<file path="src/drfp_pkg.sv">
// Package with the frame layout constants and status codes of the frame parser.
package drfp_pkg;

   localparam int unsigned POS_W = 17;
   localparam int unsigned LEN_W = POS_W + 1;

   localparam logic [POS_W-1:0] POS_MAX     = '1;
   localparam logic [POS_W-1:0] MAGIC_BYTES = 17'd4;
   localparam logic [POS_W-1:0] LEN_LO_POS  = 17'd4;
   localparam logic [POS_W-1:0] LEN_HI_POS  = 17'd5;
   localparam logic [POS_W-1:0] CSUM_POS    = 17'd6;
   localparam logic [POS_W-1:0] HDR_LEN     = 17'd7;
   localparam logic [POS_W-1:0] PKG_ID_POS  = 17'd7;
   localparam logic [POS_W-1:0] STATE_POS   = 17'd10;
   localparam logic [POS_W-1:0] ERROR_POS   = 17'd11;
   localparam logic [POS_W-1:0] COUNT_POS   = 17'd12;
   localparam logic [POS_W-1:0] AREA_START  = 17'd13;

   // Frame lengths below which a field is missing.
   localparam logic [LEN_W-1:0] LEN_NEED_PKG   = 18'd8;
   localparam logic [LEN_W-1:0] LEN_NEED_STATE = 18'd12;
   localparam logic [LEN_W-1:0] LEN_NEED_COUNT = 18'd13;

   localparam logic [31:0] FRAME_MAGIC = 32'h474C_4102;
   localparam logic [7:0]  ZERO_BYTE   = 8'h00;

   typedef enum logic [1:0] {
      PHASE_INDEX,
      PHASE_LEVEL,
      PHASE_WARN
   } record_phase_type;

   typedef enum logic [2:0] {
      STATUS_OK,
      STATUS_SHORT_HEADER,
      STATUS_BAD_MAGIC,
      STATUS_SHORT_DATA,
      STATUS_CHECKSUM,
      STATUS_PACKAGE_ID,
      STATUS_STATE_ERROR,
      STATUS_TRUNCATED
   } frame_status_type;

endpackage

</file>
<file path="src/detection_result_frame_parser.sv">
// Detection result frame parser: byte stream in, area records and frame status out.
//
// Usage: frame bytes enter on the req_ channel, one word per byte, with
// req_last_byte high on the final byte of a frame. The block checks the
// header magic, the valid length, the additive checksum, the package id and
// the state and error bytes, and emits one rsp_ word for every byte that
// completes a 3-byte area record or ends the frame. The final byte's word
// carries rsp_frame_done and rsp_frame_status; records of a frame whose
// status is not zero are to be discarded by the receiver.
// A result word is registered and appears in the cycle after the byte that causes it.
// Throughput: one byte per cycle unless stalled; the per-byte work is a position counter
// step, one 8-bit add and a few 18-bit length compares ahead of the result
// register.
// Bytes that cause no result pass through without using the output register.
// Stall: while a result word waits in the output register with rsp_ready
// low, req_ready is low; once the word is taken, bytes flow again in the
// same cycle.
// Reset clears all frame state and the output valid flag; the next byte is
// taken as the first byte of a frame.
module detection_result_frame_parser
   import drfp_pkg::*;
(
   input  logic       clock,
   input  logic       reset,
   input  logic       req_valid,
   output logic       req_ready,
   input  logic [7:0] req_data_byte,
   input  logic       req_last_byte,
   output logic       rsp_valid,
   input  logic       rsp_ready,
   output logic       rsp_record_valid,
   output logic [7:0] rsp_area_index,
   output logic [7:0] rsp_safety_level,
   output logic [7:0] rsp_warning_flag,
   output logic       rsp_frame_done,
   output logic [2:0] rsp_frame_status,
   output logic [7:0] rsp_area_count
);

   // Frame state.
   logic [POS_W-1:0]  pos_ff, pos_in;
   logic [31:0]       magic_ff, magic_in;
   logic [15:0]       vlen_ff, vlen_in;
   logic [7:0]        hdr_csum_ff, hdr_csum_in;
   logic [7:0]        sum_ff, sum_in;
   logic              pkg_bad_ff, pkg_bad_in;
   logic              se_bad_ff, se_bad_in;
   logic [7:0]        areas_ff, areas_in;
   logic [7:0]        done_ff, done_in;
   logic [15:0]       rec_bytes_ff, rec_bytes_in;
   record_phase_type  phase_ff, phase_in;

   // Output register.
   logic              rsp_valid_ff;
   logic              rec_valid_ff, rec_valid_in;
   logic [7:0]        idx_ff, idx_in;
   logic [7:0]        lvl_ff, lvl_in;
   logic [7:0]        warn_ff, warn_in;
   logic              done_flag_ff;
   frame_status_type  status_ff, status_in;
   logic [7:0]        count_ff;

   logic              accept;
   logic              emit;
   logic [LEN_W-1:0]  frame_len;
   logic [LEN_W-1:0]  data_end;
   logic              in_data;

   assign req_ready = !rsp_valid_ff || rsp_ready;
   assign accept    = req_valid && req_ready;

   assign data_end  = LEN_W'(HDR_LEN) + LEN_W'(vlen_ff);
   assign in_data   = (pos_ff >= HDR_LEN) && (LEN_W'(pos_ff) < data_end);
   assign frame_len = LEN_W'(pos_ff) + LEN_W'(1);

   always_comb begin
      magic_in     = magic_ff;
      vlen_in      = vlen_ff;
      hdr_csum_in  = hdr_csum_ff;
      sum_in       = sum_ff;
      pkg_bad_in   = pkg_bad_ff;
      se_bad_in    = se_bad_ff;
      areas_in     = areas_ff;
      done_in      = done_ff;
      rec_bytes_in = rec_bytes_ff;
      phase_in     = phase_ff;
      rec_valid_in = 1'b0;
      idx_in       = ZERO_BYTE;
      lvl_in       = ZERO_BYTE;
      warn_in      = ZERO_BYTE;
      status_in    = STATUS_OK;

      if (pos_ff < MAGIC_BYTES) begin
         magic_in = {req_data_byte, magic_ff[31:8]};
      end else if (pos_ff == LEN_LO_POS) begin
         vlen_in = {vlen_ff[15:8], req_data_byte};
      end else if (pos_ff == LEN_HI_POS) begin
         vlen_in = {req_data_byte, vlen_ff[7:0]};
      end else if (pos_ff == CSUM_POS) begin
         hdr_csum_in = req_data_byte;
      end

      if (in_data) begin
         sum_in = sum_ff + req_data_byte;
      end
      if (pos_ff == PKG_ID_POS) begin
         pkg_bad_in = (req_data_byte != ZERO_BYTE);
      end
      if ((pos_ff == STATE_POS || pos_ff == ERROR_POS) && req_data_byte != ZERO_BYTE) begin
         se_bad_in = 1'b1;
      end
      if (pos_ff == COUNT_POS) begin
         areas_in = req_data_byte;
      end

      if (pos_ff >= AREA_START && done_ff < areas_ff) begin
         case (phase_ff)
            PHASE_INDEX: begin
               rec_bytes_in = {ZERO_BYTE, req_data_byte};
               phase_in     = PHASE_LEVEL;
            end
            PHASE_LEVEL: begin
               rec_bytes_in = {req_data_byte, rec_bytes_ff[7:0]};
               phase_in     = PHASE_WARN;
            end
            default: begin
               rec_valid_in = 1'b1;
               idx_in       = rec_bytes_ff[7:0];
               lvl_in       = rec_bytes_ff[15:8];
               warn_in      = req_data_byte;
               done_in      = done_ff + 8'd1;
               phase_in     = PHASE_INDEX;
               rec_bytes_in = '0;
            end
         endcase
      end

      // The checks run on the state as updated by the final byte itself.
      if (req_last_byte) begin
         if (frame_len < LEN_W'(HDR_LEN)) begin
            status_in = STATUS_SHORT_HEADER;
         end else if (magic_in != FRAME_MAGIC) begin
            status_in = STATUS_BAD_MAGIC;
         end else if (frame_len < LEN_W'(HDR_LEN) + LEN_W'(vlen_in)) begin
            status_in = STATUS_SHORT_DATA;
         end else if (sum_in != hdr_csum_in) begin
            status_in = STATUS_CHECKSUM;
         end else if (frame_len < LEN_NEED_PKG) begin
            status_in = STATUS_TRUNCATED;
         end else if (pkg_bad_in) begin
            status_in = STATUS_PACKAGE_ID;
         end else if (frame_len < LEN_NEED_STATE) begin
            status_in = STATUS_TRUNCATED;
         end else if (se_bad_in) begin
            status_in = STATUS_STATE_ERROR;
         end else if (frame_len < LEN_NEED_COUNT || done_in < areas_in) begin
            status_in = STATUS_TRUNCATED;
         end
      end

      pos_in = (pos_ff != POS_MAX) ? pos_ff + POS_W'(1) : pos_ff;
      emit   = rec_valid_in || req_last_byte;
   end

   always_ff @(posedge clock) begin
      if (reset || (accept && req_last_byte)) begin
         pos_ff       <= '0;
         magic_ff     <= '0;
         vlen_ff      <= '0;
         hdr_csum_ff  <= '0;
         sum_ff       <= '0;
         pkg_bad_ff   <= 1'b0;
         se_bad_ff    <= 1'b0;
         areas_ff     <= '0;
         done_ff      <= '0;
         rec_bytes_ff <= '0;
         phase_ff     <= PHASE_INDEX;
      end else if (accept) begin
         pos_ff       <= pos_in;
         magic_ff     <= magic_in;
         vlen_ff      <= vlen_in;
         hdr_csum_ff  <= hdr_csum_in;
         sum_ff       <= sum_in;
         pkg_bad_ff   <= pkg_bad_in;
         se_bad_ff    <= se_bad_in;
         areas_ff     <= areas_in;
         done_ff      <= done_in;
         rec_bytes_ff <= rec_bytes_in;
         phase_ff     <= phase_in;
      end
   end

   always_ff @(posedge clock) begin
      if (reset) begin
         rsp_valid_ff <= 1'b0;
      end else if (accept && emit) begin
         rsp_valid_ff <= 1'b1;
      end else if (rsp_ready) begin
         rsp_valid_ff <= 1'b0;
      end
   end

   always_ff @(posedge clock) begin
      if (accept && emit) begin
         rec_valid_ff <= rec_valid_in;
         idx_ff       <= idx_in;
         lvl_ff       <= lvl_in;
         warn_ff      <= warn_in;
         done_flag_ff <= req_last_byte;
         status_ff    <= status_in;
         count_ff     <= areas_in;
      end
   end

   assign rsp_valid        = rsp_valid_ff;
   assign rsp_record_valid = rec_valid_ff;
   assign rsp_area_index   = idx_ff;
   assign rsp_safety_level = lvl_ff;
   assign rsp_warning_flag = warn_ff;
   assign rsp_frame_done   = done_flag_ff;
   assign rsp_frame_status = status_ff;
   assign rsp_area_count   = count_ff;

endmodule

</file>
<file path="config.mk">
export PLATFORM = sky130hd
export DESIGN_NAME = detection_result_frame_parser
export DESIGN_NICKNAME = d
export VERILOG_FILES = /design/src/drfp_pkg.sv /design/src/detection_result_frame_parser.sv
export SDC_FILE = /design/constraint.sdc
export NUM_CORES = 1
export LEC_CHECK = 0
export BUFFER_PORTS_ARGS = -buffer_cell sky130_fd_sc_hd__buf_2
export CORE_ASPECT_RATIO = 1.25
export CORE_MARGIN = 8
export CORE_UTILIZATION = 65
export CTS_CLUSTER_DIAMETER = 120
export CTS_CLUSTER_SIZE = 10
export DETAILED_ROUTE_END_ITERATION = 8
export GPL_TIMING_DRIVEN = 0
export PLACE_DENSITY = 0.84
export SLEW_MARGIN = 20
export SYNTH_ARGS = -nofsm -noshare
export SYNTH_HDL_FRONTEND = slang
export SYNTH_SLANG_ARGS = --single-unit
export TNS_END_PERCENT = 100
</file>
<file path="constraint.sdc">
create_clock -name clock -period 13.9 [get_ports clock]
set_clock_uncertainty 0.15 [all_clocks]
set_input_delay 2.085 -clock clock [delete_from_list [all_inputs] [get_ports clock]]
set_output_delay 2.085 -clock clock [all_outputs]
set_load 0.1 [all_outputs]
</file>
==> summary.md, run 1 <==
| Metric | Value |
|---|---|
| CTS Sinks | `155` |
| Max FO, Critical Path | `10` |
| Post-Route WL | `25000 um` |
| Diode count | `0` |
| Post-DP Area | `9770 um^2` |
| Iter 0 DRT Violations | `721` |
| Max_cap viols | `0` |
| Port Buffer Count | `51` |
| Crit Path Category | `input port to register` |
| Routed len/inst | `19.0 um` |
| I/O pin cnt | `52` |
| Post-route cell area | `10400 um^2` |
| Synth Instances | `1060` |
| Num CTS Buffers | `17` |
| Async S/R FF share, synth | `0%` |
| RSZ-0062 raised after global routing | `false` |
| Final Hold Fails | `0` |
| CTS tree | `yes` |
| All-Layer GR Usage | `27.9%` |
| DR vias/cell | `6.26` |
| Area of the die | `18400 um^2` |
| Root buf cell | `clkbuf_16` |
| Post-CTS sizing | `0` |
| Most frequent cells in the layout | `nand2_1, dfxtp_1, a21oi_1, nor2_1, buf_2` |
| CTS H-tree depth | `4` |
| Post-synthesis sequential area ratio | `37.4%` |
| Setup ws final | `7.46 ns` |
| Number of buffers added for setup after CTS | `0` |
| Synth unique cells | `85` |
| Final Setup Violations | `0` |
| Max-slew violations | `0` |
| Post-Layout Cell Count | `1321` |
| Post-Syn Area | `9290 um^2` |
| Avg Inst Size Synth | `8.77 um^2` |
| CP Launch Type | `input port` |
| Layout cells sized above 1 | `11.4%` |
| Post-Place Cells | `1289` |
| Most common cell after layout, fill and taps aside | `nand2_1` |
| Power Density | `104 nW/um^2` |
| Endpoint class of the critical path | `register` |
| Die width | `123 um` |
| Fin crit period | `6.44 ns` |
| Top_reg_cell synth | `dfxtp_1` |
| Layout area overhead | `11.9%` |
| Initial antenna violation count | `0` |
| Lkg Pwr | `4.04 nW` |
| WP data required | `13.94 ns` |
| Row cnt | `49` |
| Worst-skew pair later-pin latency | `0.44 ns` |
| Hold buffer count at cts | `0` |
| Worst vdd ir | `0.151 mV` |
| Largest net degree at the start of global routing | `38` |
| Synth Warn # | `0` |
| Vias | `8273` |
| Vias in the first global route | `8065` |
| GP Congestion | `0.921` |
| Die Y | `150 um` |
| Worst-margin pin slew | `1.06 ns` |
| DRC | `0` |
| Overflow after GRT | `0` |
| Worst path arrival time | `6.48 ns` |
| Hold Crit Class | `register to register` |
| Slew margin rel. | `28.8%` |
| CORE AREA | `14200 um^2` |
| Status | `completed` |
| First-pass GRT wire length | `40300 um` |
| Fmax | `155 MHz` |
| Initial Util | `65.6%` |
| Setup slack after placement | `7.07 ns` |
| Setup TNS | `0 ns` |
| Post-DRT Antenna Nets | `0` |
| Fin crit share | `46.3%` |
| Clock Pin Slew Worst Setup and Hold Paths | `0.07 ns` |
| Seq cells post-synth | `155` |
| Mapped Nets | `1135` |
| Fin nets | `1205` |
| CTS max path bufs | `2` |
| Initial DRT Pass Iterations | `8` |
| HPWL Detailed | `18100 um` |
| Number of synthesized flops with an enable pin | `37` |
state kept, by name (all words and copies together), names as in the netlist:
| register | flops |
|---|---|
| rsp_frame_status | 3 |
| areas_ff | 8 |
| phase_ff | 2 |
| vlen_ff | 16 |
| sum_ff | 8 |
| rsp_area_count | 8 |
| done_ff | 8 |
| hdr_csum_ff | 8 |
| pkg_bad_ff | 1 |
| pos_ff | 17 |
| rsp_warning_flag | 8 |
| se_bad_ff | 1 |
| rsp_valid | 1 |
| rsp_area_index | 8 |
| rsp_safety_level | 8 |
| rsp_record_valid | 1 |
| rsp_frame_done | 1 |
| magic_ff | 32 |
| rec_bytes_ff | 16 |
kinds of logic (layout without fill, tap and decap cells):
family | count (synthesis) | in the layout | synth area share (%)
xor gates and xnor gates | 88 | 88 | 8.29
buffers and inverters | 92 | 175 | 4.35
muxes | 41 | 41 | 4.48
and+or+nand+nor | 434 | 434 | 23.9
AOI/OAI and AO/OA | 188 | 188 | 13.2
DFF | 155 | 155 | 37.4
adders and majority gates | 62 | 62 | 8.43
cell type report:
| type | count | area, um^2 |
|---|---|---|
| Buffer | 60 | 284 |
| Timing Repair Buffer | 51 | 255 |
| Multi-Input combinational cell | 813 | 5420 |
| Inverter | 32 | 120 |
| Clock inverter | 15 | 204 |
| Sequential cell | 155 | 3470 |
| Fill cell | 1047 | 3760 |
| Tap cell | 178 | 223 |
| Clock buffer | 17 | 425 |
final timing paths:
kind                                       start             endpoint  slack (ns)  depth (start not counted)
worst min-delay path                 magic_ff[4]          magic_ff[4]        0.31                          2
worst max register to register         pos_ff[8]  rsp_frame_status[2]        8.40                         21
worst min register to register       magic_ff[4]          magic_ff[4]        0.31                          2
worst max-delay path            req_data_byte[1]  rsp_frame_status[2]        7.46                         17
stage by stage:
stage	power (W)	hold WS, ns	util [%]
3_3_place_gp	0.000587	0.290	69.0
6_report	0.00108	0.306	73.4
2_1_floorplan	0.000560	0.278	-
3_5_place_dp	0.000589	0.297	69.0
4_1_cts	0.00108	0.307	73.4
5_1_grt	0.00111	0.321	73.4
critical path: stages:
cell	delay, ns
buf_2	0.20
clkbuf_1	0.66
mux2i_1	0.22
ha_1	0.31
a21oi_4	0.23
xor2_1	0.22
ha_1	0.28
a21o_1	0.19
a21oi_1	0.13
o21ai_0	0.10
a21o_1	0.18
a2111oi_0	0.52
nor4_1	0.11
nor4b_1	0.69
nand2b_1	0.21
nor2_1	0.04
o21a_1	0.10
synthesized netlist by cell type (4+ instances only):
master    number  area share [%]
nand2_1      163             6.6
dfxtp_1      118              25
a21oi_1       78             4.2
nor2_1        75             3.0
ha_1          61             8.2
xnor2_1       47             4.4
clkbuf_1      41             1.7
nand3_1       41             2.2
xor2_1        41             3.9
mux2i_1       38             4.1
edfxtp_1      37              12
inv_1         32             1.3
and2_1        28             1.9
nor3_1        21             1.1
o21ai_0       20             1.1
nand4_1       19             1.3
a22o_1        16             1.5
a211oi_1      14             1.1
and3_1        14            0.94
a21o_1        12            0.97
buf_2         12            0.65
nor4_1         8            0.54
or3_1          7            0.47
a31oi_1        6            0.40
and4_1         5            0.47
nand2b_1       5            0.34
nor2b_1        5            0.34
nor4b_1        5            0.47
nand4b_1       4            0.38
nor3b_1        4            0.32
o211ai_1       4            0.32
o21a_1         4            0.32
o31ai_1        4            0.32
power by group:
group / leakage [nW] / switching (W) / total [W] / internal (W)
registers: 1.31 / 0.00000572 / 0.000475 / 0.000469
logic: 2.42 / 0.0000839 / 0.000107 / 0.0000226
clock network: 0.305 / 0.000213 / 0.000503 / 0.000290
total: 4.04 / 0.000303 / 0.00108 / 0.000782
routing by layer:
layer  vias to the layer above  GRT usage [%]  part of all wire, %  wire, um
li1                       3902              -                    -         -
met3                       101           6.38                  7.4      1860
met4                         0           17.6                  5.1      1290
met2                       343           46.7                   49     12200
met1                      3927           31.2                   39      9720
met5                         -              0                    0         0
No activity file was read; power rests on OpenSTA's default activity.
==> inputs of run 2 (changes only) <==
ABC_AREA = 1   (was unset)
CORE_UTILIZATION = 62   (was 65)
PLACE_DENSITY = 0.81   (was 0.84)
clock period = 6.7 ns   (was 13.9 ns; I/O delays follow)
==> run 2 against run 1 <==
  * Die area increased by 6.6%
  * Synthesized cell count increased by 24%
  * Final cell count increased by 20%
  * Hold slack gained 0.026 ns
  * Register-to-register slack got worse by 6.6 ns
  * Sequential power rose by 130%
  * Design area up 1.6%
  * Routed wire length up 2.1%
  * Non-clock buffer count is 12 lower
  * Clock-buffer cell count unchanged
  * Largest cell class unchanged
==> summary.md, run 2 <==
| Metric | Value |
|---|---|
| Register name with the most flops | `magic_ff` |
| Synth unique cells | `49` |
| Worst vdd ir | `0.186 mV` |
| GP Congestion | `0.980` |
| Post-DRT Antenna Nets | `0` |
| Layout cells sized above 1 | `10.1%` |
| Avg Inst Size Synth | `7.23 um^2` |
| Setup slack after placement | `1.88 ns` |
| Max stage delay on crit path | `0.51 ns` |
| Root buf cell | `clkbuf_16` |
| Async S/R FF share, synth | `0%` |
| DR vias/cell | `5.68` |
| Mapped Nets | `1392` |
| Post-synthesis adder-cell area fraction | `8.22%` |
| Synth area leaders | `dfxtp_1, edfxtp_1, nand2_1` |
| Setup ws final | `1.79 ns` |
| Number of synthesized flops with an enable pin | `37` |
| WP data required | `6.74 ns` |
| Number of buffers added for setup after CTS | `0` |
| Overflow after GRT | `0` |
| Hold WS | `0.332 ns` |
| Top_reg_cell synth | `dfxtp_1` |
| Die width | `127 um` |
| Initial Util | `63.4%` |
| Sw Ratio | `36.8%` |
| Final Hold Fails | `0` |
| Worst-skew pair later-pin latency | `0.44 ns` |
| Final Setup Violations | `0` |
| Post-synthesis simple-gate area fraction | `21.4%` |
| Die Y | `155 um` |
| Vias in the first global route | `8326` |
| Vias | `8980` |
| Fin crit period | `4.91 ns` |
| CTS tree | `yes` |
| Largest net degree at the start of global routing | `38` |
| Post-synthesis mux area share | `0.315%` |
| Max FO, Critical Path | `10` |
| Synth Warn # | `0` |
| Top-area cell type share of the netlist area | `24.8%` |
| Post-Route WL | `25600 um` |
| Fin crit share | `73.3%` |
| Seq cells post-synth | `155` |
| Leading area contributor after synthesis | `dfxtp_1` |
| Combinational power share | `27.0%` |
| RSZ-0062 raised after global routing | `false` |
| Sequential Power Share | `39.3%` |
| Worst Path Buf+Inv | `5` |
| Routed len/inst | `16.2 um` |
| Power Density | `258 nW/um^2` |
| CP max-delay cell | `dfxtp_1` |
| Hold Crit Class | `register to register` |
| Clk pwr share | `33.8%` |
| Synth Instances | `1317` |
| Core Util, Final | `70.4%` |
| Top layer reached by signal wires | `met4` |
| Registers with the most flip-flops | `magic_ff x32, pos_ff x17` |
| Synth Area in XOR/XNOR | `4.05%` |
| Worst-margin pin slew | `0.813 ns` |
| Overall Power | `0.00272 W` |
| CTS max path bufs | `2` |
| CORE AREA | `15000 um^2` |
| Post-synthesis compound-gate area fraction | `17.7%` |
| Fmax | `204 MHz` |
| Worst path arrival time | `4.95 ns` |
| Layout area overhead | `10.9%` |
| Met1 WL | `10600 um` |
| Main combinational cell family by area after synthesis | `simple AND/OR/NAND/NOR gates` |
| Post-Syn Area | `9530 um^2` |
| Most common cell after layout, fill and taps aside | `nand2_1` |
| CP Cell Sequence | `inv_1, ha_1, inv_1, nor3_4, nand2_2, nand4_2, buf_4, nand2_1, o21ai_0, nor4_1, nand2_1, xor2_1, inv_1, ha_1, nand2_1, inv_1, a221oi_1, nor2_1, nor4_1, o21ai_0, a21oi_1, nor2_1, nor3b_2` |
| Hold buffer count at cts | `0` |
| Met2 Wirelength | `11800 um` |
| I/O pin cnt | `52` |
| Most frequent cell after synthesis | `nand2_1` |
| Synth top cells by count | `nand2_1, inv_1, o21ai_0` |
| Initial DRT Pass Iterations | `5` |
| CP most frequent cell | `inv_1` |
| First-pass GRT wire length | `40600 um` |
| Num CTS Buffers | `17` |
| Most frequent cells in the layout | `nand2_1, inv_1, o21ai_0, dfxtp_1, nor2_1` |
| Area of the die | `19600 um^2` |
| Fin nets | `1462` |
| Max FFs per register | `32` |
| Status | `completed` |
| Port Buffer Count | `51` |
| CTS H-tree depth | `4` |
| Row cnt | `50` |
| Delay-heaviest family, CP | `simple AND/OR/NAND/NOR gates` |
| Routed length on met3 | `2000 um` |
| DRC | `0` |
| Max_cap viols | `0` |
| Psw | `0.00100 W` |
| All-Layer GR Usage | `26.1%` |
| HPWL Detailed | `19000 um` |
| Pint | `0.00172 W` |
| Diode count | `0` |
| CP Launch Type | `register` |
| Clock Pin Slew Worst Setup and Hold Paths | `0.07 ns` |
| Lkg Pwr | `5.14 nW` |
| Iter 0 DRT Violations | `903` |
| CTS Sinks | `155` |
| Crit Path Category | `register to register` |
| Post-synthesis sequential area ratio | `36.5%` |
| Max-slew violations | `0` |
| Post-CTS sizing | `0` |
| Initial antenna violation count | `0` |
| Slew margin rel. | `45.6%` |
| Setup TNS | `0 ns` |
| Endpoint class of the critical path | `register` |
[run 2: worst paths after layout]
| kind | to | depth (start not counted) | slack [ns] | start |
|---|---|---|---|---|
| worst max-delay path | rsp_frame_status[2] | 23 | 1.79 | pos_ff[0] |
| worst max register to register | rsp_frame_status[2] | 23 | 1.79 | pos_ff[0] |
| worst min register to register | rec_bytes_ff[2] | 2 | 0.33 | rec_bytes_ff[2] |
| worst min-delay path | rec_bytes_ff[2] | 2 | 0.33 | rec_bytes_ff[2] |
[run 2: per-stage QoR]
| step | area [um^2] | instances |
|---|---|---|
| floorplan | 9530 | 1317 |
| global placement | 10000 | 1550 |
| detailed placement | 10000 | 1550 |
| CTS | 10600 | 1582 |
| global route | 10600 | 1582 |
| finish | 10600 | 1582 |
[run 2: final cells by class]
| type | instances | area [um^2] |
|---|---|---|
| Timing Repair Buffer | 51 | 255 |
| Inverter | 239 | 897 |
| Tap cell | 182 | 228 |
| Clock inverter | 15 | 130 |
| Fill cell | 1256 | 4450 |
| Multi-Input combinational cell | 875 | 4920 |
| Buffer | 48 | 233 |
| Clock buffer | 17 | 425 |
| Sequential cell | 155 | 3470 |
[run 2: layer usage]
| metal | track usage [%] | up-vias |
|---|---|---|
| met5 | 0 | - |
| met4 | 14.9 | 0 |
| met3 | 5.02 | 86 |
| met2 | 43.6 | 362 |
| met1 | 30.7 | 4090 |
| li1 | - | 4442 |
[run 2: power by group through the flow]
stage | Clock (W) | Sequential, W | Combinational [W]
2_1_floorplan | 0 | 0.00118 | 0.000455
3_3_place_gp | 0 | 0.00109 | 0.000704
3_5_place_dp | 0 | 0.00109 | 0.000719
4_1_cts | 0.000920 | 0.00107 | 0.000725
5_1_grt | 0.000961 | 0.00108 | 0.000809
6_report | 0.000920 | 0.00107 | 0.000734
[run 2: worst min-delay path, cell delays in order, from the launching register on]
cell	delay, ns
dfxtp_1	0.30
inv_1	0.07
o22ai_1	0.07
[run 2: kinds of logic (layout without fill, tap and decap cells)]
group	after synthesis	after routing
AOI/OAI and AO/OA	309	309
xor gates and xnor gates	44	44
adders and majority gates	62	62
buffers and inverters	287	370
DFF	155	155
muxes	3	3
and+or+nand+nor	457	457
==> inputs of run 3 (changes only) <==
CORE_UTILIZATION = 56   (was 62)
PLACE_DENSITY = 0.77   (was 0.81)
clock period = 4.08 ns   (was 6.7 ns; I/O delays follow)
==> run 3 against run 2 <==
  * First-iteration DRC count decreased by 8.3%
  * Critical endpoint is now rsp_frame_status[0]
  * Sequential power is 64% higher
  * Final cell count grew 5.2%
  * Highest routed layer unchanged
  * Die area rose by 9.5%
  * The run now ends with negative setup slack left
  * Clock-buffer cell count is the same
==> summary.md, run 3 (same netlist as run 2, synthesis figures left out) <==
| Metric | Value |
|---|---|
| Most frequent cells in the layout | `nand2_1, inv_1, o21ai_0, nor2_1, dfxtp_1` |
| Vias | `9456` |
| Worst vdd ir | `0.300 mV` |
| Status | `finished with violations` |
| Num CTS Buffers | `17` |
| Hold Crit Class | `input port to register` |
| DR vias/cell | `5.68` |
| Crit Path Category | `register to register` |
| Endpoint class of the critical path | `register` |
| CP Launch Type | `register` |
| Fmax | `224 MHz` |
| CTS Sinks | `155` |
| CP max-delay cell | `dfxtp_4` |
| Setup ws final | `-0.378 ns` |
| Lkg Pwr | `5.45 nW` |
| GR peak layer | `met2` |
| WP data required | `4.21 ns` |
| Register name with the most flops | `magic_ff` |
| Fin crit share | `109%` |
| Hold WS | `0.278 ns` |
| Layout area overhead | `19.5%` |
| Final Hold Fails | `0` |
| Max stage delay on crit path | `0.36 ns` |
| Iter 0 DRT Violations | `828` |
| Worst-margin pin slew | `0.806 ns` |
| Overflow after GRT | `0` |
| R2R Setup Slk | `-0.38 ns` |
| M1 GR Usage | `29.4%` |
| Post-DRT Antenna Nets | `0` |
| First-pass GRT wire length | `43600 um` |
| Initial Util | `57.0%` |
| Root buf cell | `clkbuf_16` |
| Power Density | `411 nW/um^2` |
| Vias in the first global route | `8667` |
| Slew margin rel. | `46.1%` |
| Die width | `133 um` |
| M3 GR Usage | `4.85%` |
| Largest net degree at the start of global routing | `38` |
| Area of the die | `21500 um^2` |
| Post-route cell area | `11400 um^2` |
| Max FFs per register | `32` |
| I/O pin cnt | `52` |
| Layout cells sized above 1 | `18.3%` |
| Registers with the most flip-flops | `magic_ff x32, pos_ff x17` |
| Worst path arrival time | `4.59 ns` |
| Post-Route WL | `28100 um` |
| All-Layer GR Usage | `25.2%` |
| Most common cell after layout, fill and taps aside | `nand2_1` |
| Fin crit period | `4.46 ns` |
| Initial antenna violation count | `0` |
| Die Y | `162 um` |
| Worst-skew pair later-pin latency | `0.43 ns` |
| Max_cap viols | `0` |
| Initial DRT Pass Iterations | `5` |
| CORE AREA | `16700 um^2` |
| Max FO, Critical Path | `6` |
| CTS tree | `yes` |
| Failing checks | `negative setup slack` |
| CP most frequent cell | `nand2_1` |
| DRC | `0` |
| CTS max path bufs | `2` |
| Max-slew violations | `0` |
| Clock Pin Slew Worst Setup and Hold Paths | `0.07 ns` |
| HPWL Detailed | `19300 um` |
| Row cnt | `53` |
| Post-DP Area | `10100 um^2` |
| Final Setup Violations | `3` |
| CTS H-tree depth | `4` |
| Routed len/inst | `16.9 um` |
| RSZ-0062 raised after global routing | `true` |
| GP Congestion | `0.940` |
| Port Buffer Count | `51` |
| M2 GR Usage | `43.3%` |
| Fin nets | `1506` |
| Diode count | `0` |
## run 3: changes by cell type in the layout (fill, tap and decap cells not counted), moves of 8 or more
cell / change
dfxtp_4: +8
dfxtp_2: +10
inv_1: -12
dfxtp_1: -18
inv_2: +9
buf_4: +43
nor2_1: -9
## run 3: report_power, final
part           internal [W]  leakage [nW]  switching (W)
logic              0.000426          3.84       0.000942
clock network      0.000851         0.273       0.000704
registers           0.00168          1.34      0.0000740
## run 3: per-layer routing
metal  routed length (um)  share of wire, %
met1                11200                40
met2                13700                49
met3                 2020               7.2
met4                 1220               4.4
met5                    0                 0
## run 3: repair_timing
item	CTS	global route
endpoints found under the setup margin	3	3
gates resized for setup	72	52
pin swaps	28	43
setup buffers	25	18
hold buffers	0	0
gates cloned	1	0
## run 3: layout make-up
class | count | area (um^2)
Fill cell | 1339 | 5330
Timing Repair Buffer | 95 | 586
Tap cell | 220 | 275
Multi-Input combinational cell | 875 | 5290
Buffer | 48 | 243
Inverter | 239 | 905
Clock buffer | 17 | 425
Sequential cell | 155 | 3520
Clock inverter | 15 | 140
## run 3: critical path: cells and delay by family, from the launching register on
kind            cells  cell delay (ns)
flops               1             0.36
simple gates       13             1.57
buf+inv             5             0.51
compound gates      8             1.38
fa+ha+maj           2             0.34
## run 3: worst paths after layout
path	startpoint	end	cells past startpoint
setup reg to reg	pos_ff[0]	rsp_frame_status[0]	28
hold / removal	req_last_byte	rsp_frame_done	1
hold reg to reg	rec_bytes_ff[2]	rec_bytes_ff[2]	2
setup / recovery	pos_ff[0]	rsp_frame_status[0]	28
## run 3: stage by stage
step / TNS, ns / std cells / util [%] / power (W) / worst slack [ns]
finish: -1.01 / 1664 / 68.1 / 0.00468 / -0.378
global route: -1.41 / 1664 / 68.1 / 0.00488 / -0.529
CTS: -0.516 / 1646 / 66.0 / 0.00457 / -0.191
detailed placement: -1.86 / 1588 / 60.2 / 0.00297 / -0.630
global placement: -1.71 / 1588 / 60.2 / 0.00295 / -0.597
floorplan: 0 / 1317 / - / 0.00269 / 0.189
